==> src/rtl/core/lsc_pkg.sv <==
// Shared types and constants for the lightmap style combiner.
package lsc_pkg;

  localparam int SAMPLE_W = 8;
  localparam int GAIN_W   = 12;
  localparam int PART_W   = SAMPLE_W + GAIN_W;   // sample * gain
  localparam int PROD_W   = PART_W + GAIN_W;     // sample * gain * modulate
  localparam int ACC_W    = 36;
  localparam int FRAC_W   = 16;
  localparam int INT_W    = ACC_W - FRAC_W;      // integer part of a channel
  localparam int SCALED_W = INT_W + 8;           // integer part times 255
  localparam int LANES    = 4;                   // red, green, blue, alpha
  localparam int STEP_W   = 3;                   // eight quotient bits

  localparam logic [7:0]        FULL_LEVEL     = 8'd255;
  localparam logic [GAIN_W-1:0] MODULATE_RESET = 12'd256;
  localparam logic [ACC_W-1:0]  ACC_MAX        = {ACC_W{1'b1}};

  // Item class decided by the front end
  typedef enum logic [1:0] {
    OP_ADD,    // add to what the accumulators hold
    OP_FIRST,  // clear, then add
    OP_LAST,   // add, then emit
    OP_SOLE    // clear, add, emit
  } op_t;

  typedef struct packed {
    logic [PART_W-1:0] part_red;
    logic [PART_W-1:0] part_green;
    logic [PART_W-1:0] part_blue;
    op_t               op;
  } item_t;

  typedef struct packed {
    logic [INT_W-1:0] x_red;
    logic [INT_W-1:0] x_green;
    logic [INT_W-1:0] x_blue;
    logic [INT_W-1:0] peak;
  } norm_req_t;

  typedef struct packed {
    logic [7:0] q_red;
    logic [7:0] q_green;
    logic [7:0] q_blue;
    logic [7:0] q_alpha;
  } norm_res_t;

endpackage

==> src/rtl/core/lsc_front.sv <==
// Front end: accepts style samples, forms sample times gain and classifies the item.
module lsc_front (
  input  logic                              clk,
  input  logic                              rst,
  input  logic                              in_valid,
  output logic                              in_ready,
  input  logic [lsc_pkg::SAMPLE_W-1:0]      sample_red,
  input  logic [lsc_pkg::SAMPLE_W-1:0]      sample_green,
  input  logic [lsc_pkg::SAMPLE_W-1:0]      sample_blue,
  input  logic [lsc_pkg::GAIN_W-1:0]        gain_red,
  input  logic [lsc_pkg::GAIN_W-1:0]        gain_green,
  input  logic [lsc_pkg::GAIN_W-1:0]        gain_blue,
  input  logic                              first_style,
  input  logic                              last_style,
  output logic                              push_valid,
  input  logic                              push_ready,
  output lsc_pkg::item_t                    push_item
);

  logic            stage_valid;
  lsc_pkg::item_t  stage;
  lsc_pkg::op_t    op_next;

  // Classify by the two marks
  always_comb begin
    case ({first_style, last_style})
      2'b00:   op_next = lsc_pkg::OP_ADD;
      2'b10:   op_next = lsc_pkg::OP_FIRST;
      2'b01:   op_next = lsc_pkg::OP_LAST;
      default: op_next = lsc_pkg::OP_SOLE;
    endcase
  end

  assign in_ready   = !stage_valid || push_ready;
  assign push_valid = stage_valid;
  assign push_item  = stage;

  // Hold one item until the queue takes it
  always_ff @(posedge clk) begin
    if (rst) begin
      stage_valid <= 1'b0;
    end else if (in_valid && in_ready) begin
      stage_valid <= 1'b1;
    end else if (push_ready) begin
      stage_valid <= 1'b0;
    end
  end

  always_ff @(posedge clk) begin
    if (in_valid && in_ready) begin
      stage.part_red   <= lsc_pkg::PART_W'(sample_red) * lsc_pkg::PART_W'(gain_red);
      stage.part_green <= lsc_pkg::PART_W'(sample_green) * lsc_pkg::PART_W'(gain_green);
      stage.part_blue  <= lsc_pkg::PART_W'(sample_blue) * lsc_pkg::PART_W'(gain_blue);
      stage.op         <= op_next;
    end
  end

endmodule

==> src/rtl/core/lsc_queue.sv <==
// Two-entry queue between the front and back ends.
module lsc_queue (
  input  logic            clk,
  input  logic            rst,
  input  logic            push_valid,
  output logic            push_ready,
  input  lsc_pkg::item_t  push_item,
  output logic            pop_valid,
  input  logic            pop,
  output lsc_pkg::item_t  pop_item
);

  lsc_pkg::item_t entries [2];
  logic           wr_ptr;
  logic           rd_ptr;
  logic [1:0]     count;
  logic           do_push;
  logic           do_pop;

  assign push_ready = (count != 2'd2);
  assign pop_valid  = (count != 2'd0);
  assign pop_item   = entries[rd_ptr];
  assign do_push    = push_valid && push_ready;
  assign do_pop     = pop && pop_valid;

  // Advance pointers and occupancy
  always_ff @(posedge clk) begin
    if (rst) begin
      wr_ptr <= 1'b0;
      rd_ptr <= 1'b0;
      count  <= 2'd0;
    end else begin
      if (do_push) wr_ptr <= !wr_ptr;
      if (do_pop)  rd_ptr <= !rd_ptr;
      case ({do_push, do_pop})
        2'b10:   count <= count + 2'd1;
        2'b01:   count <= count - 2'd1;
        default: count <= count;
      endcase
    end
  end

  always_ff @(posedge clk) begin
    if (do_push) begin
      entries[wr_ptr] <= push_item;
    end
  end

endmodule

==> src/rtl/core/lsc_norm.sv <==
// Rescale unit: four restoring dividers giving floor(x * 255 / peak), one bit a cycle.
module lsc_norm (
  input  logic                clk,
  input  logic                rst,
  input  logic                start,
  input  lsc_pkg::norm_req_t  req,
  output logic                done,
  output lsc_pkg::norm_res_t  res
);

  logic                            busy;
  logic [lsc_pkg::STEP_W-1:0]      step;
  logic [lsc_pkg::INT_W-1:0]       peak;
  logic [lsc_pkg::SCALED_W-1:0]    rem      [lsc_pkg::LANES];
  logic [7:0]                      quo      [lsc_pkg::LANES];
  logic [lsc_pkg::SCALED_W-1:0]    rem_next [lsc_pkg::LANES];
  logic                            bit_next [lsc_pkg::LANES];
  logic [lsc_pkg::SCALED_W-1:0]    divisor;
  logic [lsc_pkg::INT_W-1:0]       x_in     [lsc_pkg::LANES];

  assign x_in[0] = req.x_red;
  assign x_in[1] = req.x_green;
  assign x_in[2] = req.x_blue;
  assign x_in[3] = lsc_pkg::INT_W'(lsc_pkg::FULL_LEVEL);

  // Trial subtract of peak shifted to the current quotient bit
  always_comb begin
    divisor = lsc_pkg::SCALED_W'(peak) << step;
    for (int i = 0; i < lsc_pkg::LANES; i++) begin
      bit_next[i] = (rem[i] >= divisor);
      rem_next[i] = bit_next[i] ? (rem[i] - divisor) : rem[i];
    end
  end

  always_ff @(posedge clk) begin
    if (rst) begin
      busy <= 1'b0;
      done <= 1'b0;
      step <= '0;
    end else begin
      done <= 1'b0;
      if (start) begin
        busy <= 1'b1;
        step <= lsc_pkg::STEP_W'(7);
      end else if (busy) begin
        step <= step - lsc_pkg::STEP_W'(1);
        if (step == '0) begin
          busy <= 1'b0;
          done <= 1'b1;
        end
      end
    end
  end

  // Load x * 255, then take one quotient bit per cycle
  always_ff @(posedge clk) begin
    if (start) begin
      peak <= req.peak;
      for (int i = 0; i < lsc_pkg::LANES; i++) begin
        rem[i] <= (lsc_pkg::SCALED_W'(x_in[i]) << 8) - lsc_pkg::SCALED_W'(x_in[i]);
        quo[i] <= '0;
      end
    end else if (busy) begin
      for (int i = 0; i < lsc_pkg::LANES; i++) begin
        rem[i]       <= rem_next[i];
        quo[i][step] <= bit_next[i];
      end
    end
  end

  assign res.q_red   = quo[0];
  assign res.q_green = quo[1];
  assign res.q_blue  = quo[2];
  assign res.q_alpha = quo[3];

endmodule

==> src/rtl/core/lsc_back.sv <==
// Back end: applies modulate, accumulates with saturation and emits texels, rescaled when the peak is above 255.
module lsc_back (
  input  logic                          clk,
  input  logic                          rst,
  input  logic [lsc_pkg::GAIN_W-1:0]    modulate,
  input  logic                          pop_valid,
  output logic                          pop,
  input  lsc_pkg::item_t                pop_item,
  output logic                          out_valid,
  input  logic                          out_ready,
  output logic [7:0]                    out_red,
  output logic [7:0]                    out_green,
  output logic [7:0]                    out_blue,
  output logic [7:0]                    out_alpha
);

  typedef enum logic [2:0] {
    S_IDLE,
    S_ACC,
    S_PEAK,
    S_DIV,
    S_OUT
  } state_t;

  state_t                        state;
  logic [lsc_pkg::PROD_W-1:0]    prod_red;
  logic [lsc_pkg::PROD_W-1:0]    prod_green;
  logic [lsc_pkg::PROD_W-1:0]    prod_blue;
  logic                          clear;
  logic                          emit;
  logic [lsc_pkg::ACC_W-1:0]     acc_red;
  logic [lsc_pkg::ACC_W-1:0]     acc_green;
  logic [lsc_pkg::ACC_W-1:0]     acc_blue;
  logic [lsc_pkg::ACC_W-1:0]     acc_red_next;
  logic [lsc_pkg::ACC_W-1:0]     acc_green_next;
  logic [lsc_pkg::ACC_W-1:0]     acc_blue_next;
  logic [7:0]                    pend_red;
  logic [7:0]                    pend_green;
  logic [7:0]                    pend_blue;
  logic [7:0]                    pend_alpha;
  lsc_pkg::norm_req_t            req;
  lsc_pkg::norm_res_t            res;
  logic                          norm_start;
  logic                          norm_done;
  logic                          scale;

  // Saturating add onto a cleared or held accumulator
  function automatic logic [lsc_pkg::ACC_W-1:0] sat_add(
    input logic [lsc_pkg::ACC_W-1:0]  acc,
    input logic                       clr,
    input logic [lsc_pkg::PROD_W-1:0] prod
  );
    logic [lsc_pkg::ACC_W:0] sum;
    sum = (clr ? '0 : {1'b0, acc}) + (lsc_pkg::ACC_W+1)'(prod);
    return sum[lsc_pkg::ACC_W] ? lsc_pkg::ACC_MAX : sum[lsc_pkg::ACC_W-1:0];
  endfunction

  always_comb begin
    acc_red_next   = sat_add(acc_red, clear, prod_red);
    acc_green_next = sat_add(acc_green, clear, prod_green);
    acc_blue_next  = sat_add(acc_blue, clear, prod_blue);
  end

  // Integer parts and the brightest channel
  always_comb begin
    req.x_red   = acc_red[lsc_pkg::ACC_W-1:lsc_pkg::FRAC_W];
    req.x_green = acc_green[lsc_pkg::ACC_W-1:lsc_pkg::FRAC_W];
    req.x_blue  = acc_blue[lsc_pkg::ACC_W-1:lsc_pkg::FRAC_W];
    req.peak    = (req.x_red > req.x_green) ? req.x_red : req.x_green;
    if (req.x_blue > req.peak) req.peak = req.x_blue;
    scale = (req.peak > lsc_pkg::INT_W'(lsc_pkg::FULL_LEVEL));
  end

  assign pop        = (state == S_IDLE) && pop_valid;
  assign norm_start = (state == S_PEAK) && scale;

  lsc_norm u_norm (
    .clk   (clk),
    .rst   (rst),
    .start (norm_start),
    .req   (req),
    .done  (norm_done),
    .res   (res)
  );

  always_ff @(posedge clk) begin
    if (rst) begin
      state     <= S_IDLE;
      out_valid <= 1'b0;
      acc_red   <= '0;
      acc_green <= '0;
      acc_blue  <= '0;
    end else begin
      // Drop valid after a transfer unless a new texel replaces it
      if (out_valid && out_ready && state != S_OUT) out_valid <= 1'b0;
      case (state)
        S_IDLE: begin
          if (pop_valid) state <= S_ACC;
        end
        S_ACC: begin
          acc_red   <= acc_red_next;
          acc_green <= acc_green_next;
          acc_blue  <= acc_blue_next;
          state     <= emit ? S_PEAK : S_IDLE;
        end
        S_PEAK: begin
          // Drop the accumulators once the texel is captured
          acc_red   <= '0;
          acc_green <= '0;
          acc_blue  <= '0;
          state     <= scale ? S_DIV : S_OUT;
        end
        S_DIV: begin
          if (norm_done) state <= S_OUT;
        end
        S_OUT: begin
          if (!out_valid || out_ready) begin
            out_valid <= 1'b1;
            state     <= S_IDLE;
          end
        end
        default: state <= S_IDLE;
      endcase
    end
  end

  // Payload registers
  always_ff @(posedge clk) begin
    if (pop) begin
      prod_red   <= lsc_pkg::PROD_W'(pop_item.part_red) * lsc_pkg::PROD_W'(modulate);
      prod_green <= lsc_pkg::PROD_W'(pop_item.part_green) * lsc_pkg::PROD_W'(modulate);
      prod_blue  <= lsc_pkg::PROD_W'(pop_item.part_blue) * lsc_pkg::PROD_W'(modulate);
      clear      <= pop_item.op inside {lsc_pkg::OP_FIRST, lsc_pkg::OP_SOLE};
      emit       <= pop_item.op inside {lsc_pkg::OP_LAST, lsc_pkg::OP_SOLE};
    end
    if (state == S_PEAK && !scale) begin
      pend_red   <= req.x_red[7:0];
      pend_green <= req.x_green[7:0];
      pend_blue  <= req.x_blue[7:0];
      pend_alpha <= lsc_pkg::FULL_LEVEL;
    end
    if (state == S_DIV && norm_done) begin
      pend_red   <= res.q_red;
      pend_green <= res.q_green;
      pend_blue  <= res.q_blue;
      pend_alpha <= res.q_alpha;
    end
    if (state == S_OUT && (!out_valid || out_ready)) begin
      out_red   <= pend_red;
      out_green <= pend_green;
      out_blue  <= pend_blue;
      out_alpha <= pend_alpha;
    end
  end

endmodule

==> src/rtl/core/lightmap_style_combine_top.sv <==
// Top level of the lightmap style combiner: modulate register, front end, queue, back end.
//
//   channel   direction  handshake             payload
//   in        input      in_valid / in_ready   sample_*, gain_*, first_style, last_style
//   out       output     out_valid / out_ready out_red, out_green, out_blue, out_alpha
//   cfg       input      cfg_we                cfg_wdata (modulate)
//
// The back end takes each style sample through S_IDLE (modulate multiply), then S_ACC
// (accumulate). A style marked last then passes S_PEAK to find the brightest channel
// and, when it is above 255, waits in S_DIV on the bit-a-cycle rescale unit (eight
// quotient bits and its done pulse), then moves to the output register in S_OUT. The
// front end and a two-entry queue keep accepting meanwhile.
// Synchronous reset clears all control state, the accumulators and sets modulate to 1.0.
// A stalled output holds the back end in its final state; the queue then fills and
// in_ready falls.
module lightmap_style_combine_top (
  input  logic                          clk,
  input  logic                          rst,
  input  logic                          cfg_we,
  input  logic [lsc_pkg::GAIN_W-1:0]    cfg_wdata,
  input  logic                          in_valid,
  output logic                          in_ready,
  input  logic [lsc_pkg::SAMPLE_W-1:0]  sample_red,
  input  logic [lsc_pkg::SAMPLE_W-1:0]  sample_green,
  input  logic [lsc_pkg::SAMPLE_W-1:0]  sample_blue,
  input  logic [lsc_pkg::GAIN_W-1:0]    gain_red,
  input  logic [lsc_pkg::GAIN_W-1:0]    gain_green,
  input  logic [lsc_pkg::GAIN_W-1:0]    gain_blue,
  input  logic                          first_style,
  input  logic                          last_style,
  output logic                          out_valid,
  input  logic                          out_ready,
  output logic [7:0]                    out_red,
  output logic [7:0]                    out_green,
  output logic [7:0]                    out_blue,
  output logic [7:0]                    out_alpha
);

  logic [lsc_pkg::GAIN_W-1:0] modulate;
  logic                       push_valid;
  logic                       push_ready;
  lsc_pkg::item_t             push_item;
  logic                       pop_valid;
  logic                       pop;
  lsc_pkg::item_t             pop_item;

  // Hold the global modulation gain
  always_ff @(posedge clk) begin
    if (rst) begin
      modulate <= lsc_pkg::MODULATE_RESET;
    end else if (cfg_we) begin
      modulate <= cfg_wdata;
    end
  end

  lsc_front u_front (
    .clk          (clk),
    .rst          (rst),
    .in_valid     (in_valid),
    .in_ready     (in_ready),
    .sample_red   (sample_red),
    .sample_green (sample_green),
    .sample_blue  (sample_blue),
    .gain_red     (gain_red),
    .gain_green   (gain_green),
    .gain_blue    (gain_blue),
    .first_style  (first_style),
    .last_style   (last_style),
    .push_valid   (push_valid),
    .push_ready   (push_ready),
    .push_item    (push_item)
  );

  lsc_queue u_queue (
    .clk        (clk),
    .rst        (rst),
    .push_valid (push_valid),
    .push_ready (push_ready),
    .push_item  (push_item),
    .pop_valid  (pop_valid),
    .pop        (pop),
    .pop_item   (pop_item)
  );

  lsc_back u_back (
    .clk       (clk),
    .rst       (rst),
    .modulate  (modulate),
    .pop_valid (pop_valid),
    .pop       (pop),
    .pop_item  (pop_item),
    .out_valid (out_valid),
    .out_ready (out_ready),
    .out_red   (out_red),
    .out_green (out_green),
    .out_blue  (out_blue),
    .out_alpha (out_alpha)
  );

endmodule

==> config.mk <==
export PLATFORM = sky130hd
export DESIGN_NAME = lightmap_style_combine_top
export DESIGN_NICKNAME = d
export VERILOG_FILES = /design/src/rtl/core/lsc_pkg.sv /design/src/rtl/core/lsc_front.sv /design/src/rtl/core/lsc_queue.sv /design/src/rtl/core/lsc_norm.sv /design/src/rtl/core/lsc_back.sv /design/src/rtl/core/lightmap_style_combine_top.sv
export SDC_FILE = /design/constraint.sdc
export NUM_CORES = 2
export LEC_CHECK = 0
export ABC_CLOCK_PERIOD_IN_PS = 6200
export BUFFER_PORTS_ARGS = -buffer_cell sky130_fd_sc_hd__buf_2
export CAP_MARGIN = 25
export CORE_MARGIN = 2
export CORE_UTILIZATION = 58
export CTS_BUF_LIST = sky130_fd_sc_hd__clkbuf_4 sky130_fd_sc_hd__clkbuf_8
export DETAILED_ROUTE_END_ITERATION = 10
export PLACE_DENSITY = 0.89
export SETUP_SLACK_MARGIN = 0.15
export SLEW_MARGIN = 10
export SYNTH_ARGS = -nofsm -noshare
export SYNTH_HDL_FRONTEND = slang
export SYNTH_SLANG_ARGS = --single-unit
==> constraint.sdc <==
create_clock -name clk -period 6.2 [get_ports clk]
set_input_delay 0.31 -clock clk [delete_from_list [all_inputs] [get_ports clk]]
set_output_delay 0.31 -clock clk [all_outputs]
set_load 0.02 [all_outputs]
Yosys cells after proc, flatten, opt, wreduce, memory -nomap -nowiden
Memories as Yosys holds them, arrays and structs flattened. A register that Yosys moved wholly into a read port is not among the register bits.
Cells that the tools add are included.
- flip-flop bits (word level): 378
- bits in writable memories: 268
- input port bits: 79
- output and inout bits: 34
- word-level logic and storage cells: 237
- memories kept: 3
- memories (memory ; depth ; bits a word ; rd ports ; clocked after Yosys merged registers in ; write ports ; RTL line ; source):
    u_queue.entries ; 2 ; 62 ; 1 ; 1 ; 1 ; lsc_queue.sv:13 ; lsc_pkg::item_t entries [2];
    u_back.u_norm.rem ; 4 ; 28 ; 4 ; 0 ; 4 ; lsc_norm.sv:14 ; logic [lsc_pkg::SCALED_W-1:0] rem [lsc_pkg::LANES];
    u_back.u_norm.quo ; 4 ; 8 ; 4 ; 0 ; 4 ; lsc_norm.sv:15 ; logic [7:0] quo [lsc_pkg::LANES];
- $add $sub $neg: 13
- multipliers: 6
- $lt $le $gt $ge: 9
- equality and inequality tests: 16
- shift operators: 1
- muxes and demuxes: 90
- bitwise operators: 37
- reduce and logical (&&, ||, !) cells: 31
- operators with widths (kind ; number):
    two-way mux 28 bit ; 8
    two-way mux 36 bit ; 6
    one-hot mux 36 bit (2 select lines) ; 3
    >= comparator 28 bit ; 4
    subtractor 28 bit ; 4
    adder 37 x 32 -> 37 bit ; 3
    multiplier 20 x 12 -> 32 bit ; 3
    subtractor 28 x 20 -> 28 bit ; 3
    two-way mux 8 bit ; 9
    multiplier 8 x 12 -> 20 bit ; 3
    two-way mux 1 bit ; 51
    > comparator 20 bit ; 2
    two-way mux 20 bit ; 2
    OR 1 bit ; 36
    left shift 20 x 3 -> 28 bit ; 1
    > comparator 20 x 8 -> 1 bit, second input constant ; 1
    two-way mux 3 bit ; 6
    nonzero test 2 bit ; 8
    one-hot mux 3 bit (5 select lines) ; 1
    logical AND 1 bit ; 11
    == test 2 bit, second input constant ; 4
    == test 2 x 1 -> 1 bit, second input constant ; 3
    == test 3 x 2 -> 1 bit, second input constant ; 2
    logical NOT 3 bit ; 2
    other kinds (20) ; 27

Logic depth before layout (Yosys ltp)
- word-level depth: 9
- gate-level depth with buffers: 26
- mapped depth without buffers: 23

Cells and area by module
From an unflattened synthesis, not the netlist that was laid out.
- cells, all modules: 7362
- area total of the unflattened synthesis: 69724.4 µm²
- modules (own cells, without submodules) (module ; times used ; cells each ; area an instance (µm²) ; sequential area each (µm²)):
    lsc_back ; 1 ; 4213 ; 37938.9 ; 7106.8
    lsc_norm ; 1 ; 1749 ; 15517.4 ; 5024.8
    lsc_front ; 1 ; 1145 ; 11165.7 ; 1881.8
    lsc_queue ; 1 ; 217 ; 4679.5 ; 3823.7
    lightmap_style_combine_top ; 1 ; 38 ; 422.9 ; 240.2

Worst setup path before layout
No wires, ideal clock.
- path kind: register -> register
- start: reg (tool-made name)
- end: reg u_back.prod_blue[30] (netlist name), data pin
- setup time: 0.258 ns
- arrival time: 6.273 ns
- data required time: 5.942 ns
- setup slack: -0.331 ns
- cell stages (with the launch flop): 24
- buffers on the path: 3
- clock period less this slack: 6.531 ns
- cell sequence: dfxtp_1 -> clkbuf_1 -> clkbuf_1 -> mux2_2 -> clkbuf_1 -> and2_1 -> fa_1 -> inv_1 -> fa_1 -> fa_1 -> fa_1 -> inv_1 -> fa_1 -> ha_1 -> o21ai_0 -> a22oi_1 -> a31oi_1 -> nand2_1 -> a22oi_1 -> o21ai_1 -> o41a_1 -> a41o_1 -> o22ai_1 -> xnor2_1
- RTL lines (what ; RTL line ; source):
    to (signal assigned) ; lsc_back.sv:132 ; prod_blue <= lsc_pkg::PROD_W'(pop_item.part_blue) * lsc_pkg::PROD_W'(modulate);
    to (decl) ; lsc_back.sv:28 ; logic [lsc_pkg::PROD_W-1:0] prod_blue;

==> results_dict.tcl <==
set metrics [dict create \
    die_h_um 347 \
    critical_path_class "reg2reg" \
    rsz0062_at_grt "yes" \
    hpwl_um 136000 \
    gr-usage-all-layers_pct 30.1 \
    worstSetupStartpointType "flop" \
    ys.warnings.count 0 \
    holdPathEnd "modulate[0]" \
    synth_cells 7182 \
    fin_crit_sh_pct 103 \
    area_growth_pct 10.2 \
    worstPathMaxFanout 7 \
    slew_headroom_pct 28.4 \
    die_w_um 347 \
    r2r-end "u_back.prod_green[25]" \
    grt_max_degree 82 \
    violations "setup timing" \
    drt-initial-drc-count 5661 \
    postRouteAntennaNets 0 \
    cap_violations 0 \
    required_ns 6.73 \
    synthArstFlopShare_pct 0 \
    worst_slew_pin_slew_ns 1.07 \
    antenna_found_initial 3 \
    synth_area_um2 68400 \
    cts.sinks 647 \
    tns_ns -0.884 \
    min_period_ns 6.39 \
    die_area_um2 121000 \
    synth_edf_count 512 \
    syn_nets 8604 \
    hold_path.class "in2reg" \
    port_buffers 112 \
    htreeDepth 3 \
    drc 0 \
    grt_pass1_vias 57000 \
    max_freq_mhz 157 \
    grt_first_pass_wirelength_um 293000 \
    core_area_um2 118000 \
    setup_ws_ns -0.185 \
    routedWlPerCell_um 20.8 \
    final_nets 8816 \
    r2r_cells 22 \
    finalClockSkew_ns 0.0652 \
    whs_path_depth 3 \
    layout-drive-gt1-share_pct 11.2 \
    firstDrtPassIters 9 \
    drt-total-wl_um 188000 \
    synth.avg_cell_area_um2 9.53 \
    path_clk_slew_ns 0.08 \
    synth.distinct_cells 95 \
    status "finished with violations" \
    cts_max_path_buffers 3 \
    initial_core_util_pct 58.2 \
    hold_start "cfg_we" \
    boundaryPins 113 \
    hold_viol_final 0 \
    cts_buffers 109 \
    ff2ff_setup_slack_ns -0.19 \
    gr-total-overflow 0 \
    synthFlopType "edfxtp_1" \
    setup_viol 11 \
    ys_seq_elements 647 \
    final_area_um2 75400 \
    vias 55600 \
    cp-end-kind "flop" \
    critical_path_arrival_ns 6.91 \
    cts_tree "yes" \
    slew_violations 0 \
    fp-row-count 126 \
    viasPerCell 6.16 \
    clockRootBuffer "clkbuf_8" \
    ys_seq_area_share_pct 26.4 \
    place_area_um2 71700 \
    routabilityCongestion 0.982 \
    clk_latency_ns 0.83 \
]
flip-flops by register name (all words and copies together) (netlist names), 2 cells and up, named ones only:
| name | cells |
|---|---|
| u_queue.entries | 124 |
| u_back.u_norm.rem | 112 |
| u_front.push_item | 62 |
| u_back.acc_blue | 36 |
| u_back.acc_green | 36 |
| u_back.acc_red | 36 |
| u_back.prod_blue | 32 |
| u_back.prod_green | 32 |
| u_back.prod_red | 32 |
| u_back.u_norm.quo | 32 |
| u_back.u_norm.peak | 20 |
| modulate | 12 |
| u_back.out_alpha | 8 |
| u_back.out_blue | 8 |
| u_back.out_green | 8 |
| u_back.out_red | 8 |
| u_back.pend_alpha | 8 |
| u_back.pend_blue | 8 |
| u_back.pend_green | 8 |
| u_back.pend_red | 8 |
| u_back.state | 3 |
| u_back.u_norm.step | 3 |
| u_queue.count | 2 |
logic make-up after synthesis:
kind of cell | share of synthesized area (%)
muxes | 2.56
adders and majority gates | 32.5
DFF | 26.4
buffers and inverters | 6.50
and+or+nand+nor | 15.7
AOI/OAI and AO/OA | 11.7
xor gates and xnor gates | 4.56
layout by cell type, fill, tap and decap left out, drive strengths merged, types with 27 or more instances in the layout:
cell type      n
or3           39
ha           616
edfxtp       512
buf          374
o21ai        273
clkbuf       141
nand2        914
inv          873
nand4         52
a21o         127
nor2b        135
o21a          47
and2         353
nand2b        69
mux2          84
o31ai         27
fa           727
a21oi        455
dfxtp        135
clkinv        55
and3          37
nor2         365
dlygate4sd3   27
nand3         79
a31oi         41
a211oi        59
mux2i         49
xor2         125
nor4          52
a311oi        30
xnor2        231
nor3          96
o21bai        41
routing by layer:
layer  global-route usage [%]  share of wire, %  up-vias
li1                         -                 -    24600
met1                     37.1                37    26700
met2                     50.1                47     3410
met3                     5.38               9.5      920
met4                     16.8               6.7        2
met5                        0            0.0069        -
worst max path at each step:
stage,cells after the start,to,startpoint,slack (ns)
2_1_floorplan,23,u_back.prod_blue[30],flop,0.06
3_3_place_gp,21,u_back.prod_blue[30],flop,0.10
3_5_place_dp,22,u_back.prod_blue[31],flop,-0.12
4_1_cts,22,u_back.prod_red[31],flop,-0.02
5_1_grt,24,u_back.prod_red[31],flop,-0.30
6_report,22,u_back.prod_green[25],flop,-0.19
per-stage QoR:
| stage | utilization [%] | setup WS, ns | cells | hold slack [ns] |
|---|---|---|---|---|
| floorplan | - | 0.0618 | 7182 | 0.400 |
| global route | 64.1 | -0.302 | 9024 | 0.0398 |
| detailed placement | 61.0 | -0.118 | 8750 | 0.405 |
| CTS | 63.5 | -0.0170 | 8998 | 0.00128 |
| global placement | 61.0 | 0.104 | 8750 | 0.403 |
| finish | 64.1 | -0.185 | 9026 | 0.0357 |
synth_stat cells (49+ instances only):
cell | instances | area share [%]
edfxtp_1 | 512 | 22
ha_1 | 616 | 11
nor2b_1 | 135 | 1.2
mux2_2 | 84 | 1.4
inv_1 | 868 | 4.8
nand3_1 | 79 | 0.58
nand2b_1 | 69 | 0.63
and2_1 | 353 | 3.2
nor3_1 | 95 | 0.69
a21o_1 | 127 | 1.4
nor2_1 | 363 | 2.0
a21oi_1 | 452 | 3.3
xnor2_1 | 231 | 3.0
clkbuf_1 | 256 | 1.4
nand4_1 | 52 | 0.48
fa_1 | 727 | 21
mux2i_1 | 49 | 0.72
a211oi_1 | 58 | 0.64
dfxtp_1 | 135 | 3.9
nor4_1 | 51 | 0.47
nand2_1 | 914 | 5.0
o21ai_0 | 252 | 1.8
xor2_1 | 125 | 1.6
critical path: stages (launching register included):
cell,delay [ns]
dfxtp_4,0.43
buf_12,0.15
buf_16,0.15
buf_4,0.14
mux2_4,0.35
and2_1,0.20
fa_1,0.53
inv_1,0.05
fa_1,0.56
fa_1,0.44
fa_1,0.50
inv_1,0.06
fa_1,0.43
ha_1,0.39
nor2b_1,0.17
o21ai_0,0.21
nand2b_1,0.15
nor2_1,0.17
a211oi_2,0.11
or4_4,0.45
a31o_4,0.25
a21oi_2,0.13
xnor2_1,0.09
cell type report:
| cell class | instances | area, um^2 |
|---|---|---|
| clock inverter | 63 | 453 |
| inverter | 871 | 3270 |
| antenna | 3 | 7.51 |
| tap | 1536 | 1920 |
| clock buffer | 141 | 1770 |
| fill | 8442 | 42200 |
| sequential | 647 | 18100 |
| timing repair buffer | 401 | 3190 |
| multi-input combinational | 5364 | 46700 |
what timing repair did:
item,4_1_cts,5_1_grt
setup endpoints to repair,13,51
hold buffers,27,0
pin swaps,27,58
gates resized for setup,83,119
buffers inserted,14,24
cloned,3,0
endpoints found under the hold margin,37,0
Power is left out: the tool's default activity adds up to more than one toggle a clock period on the data nets, which glitch-free logic cannot reach.
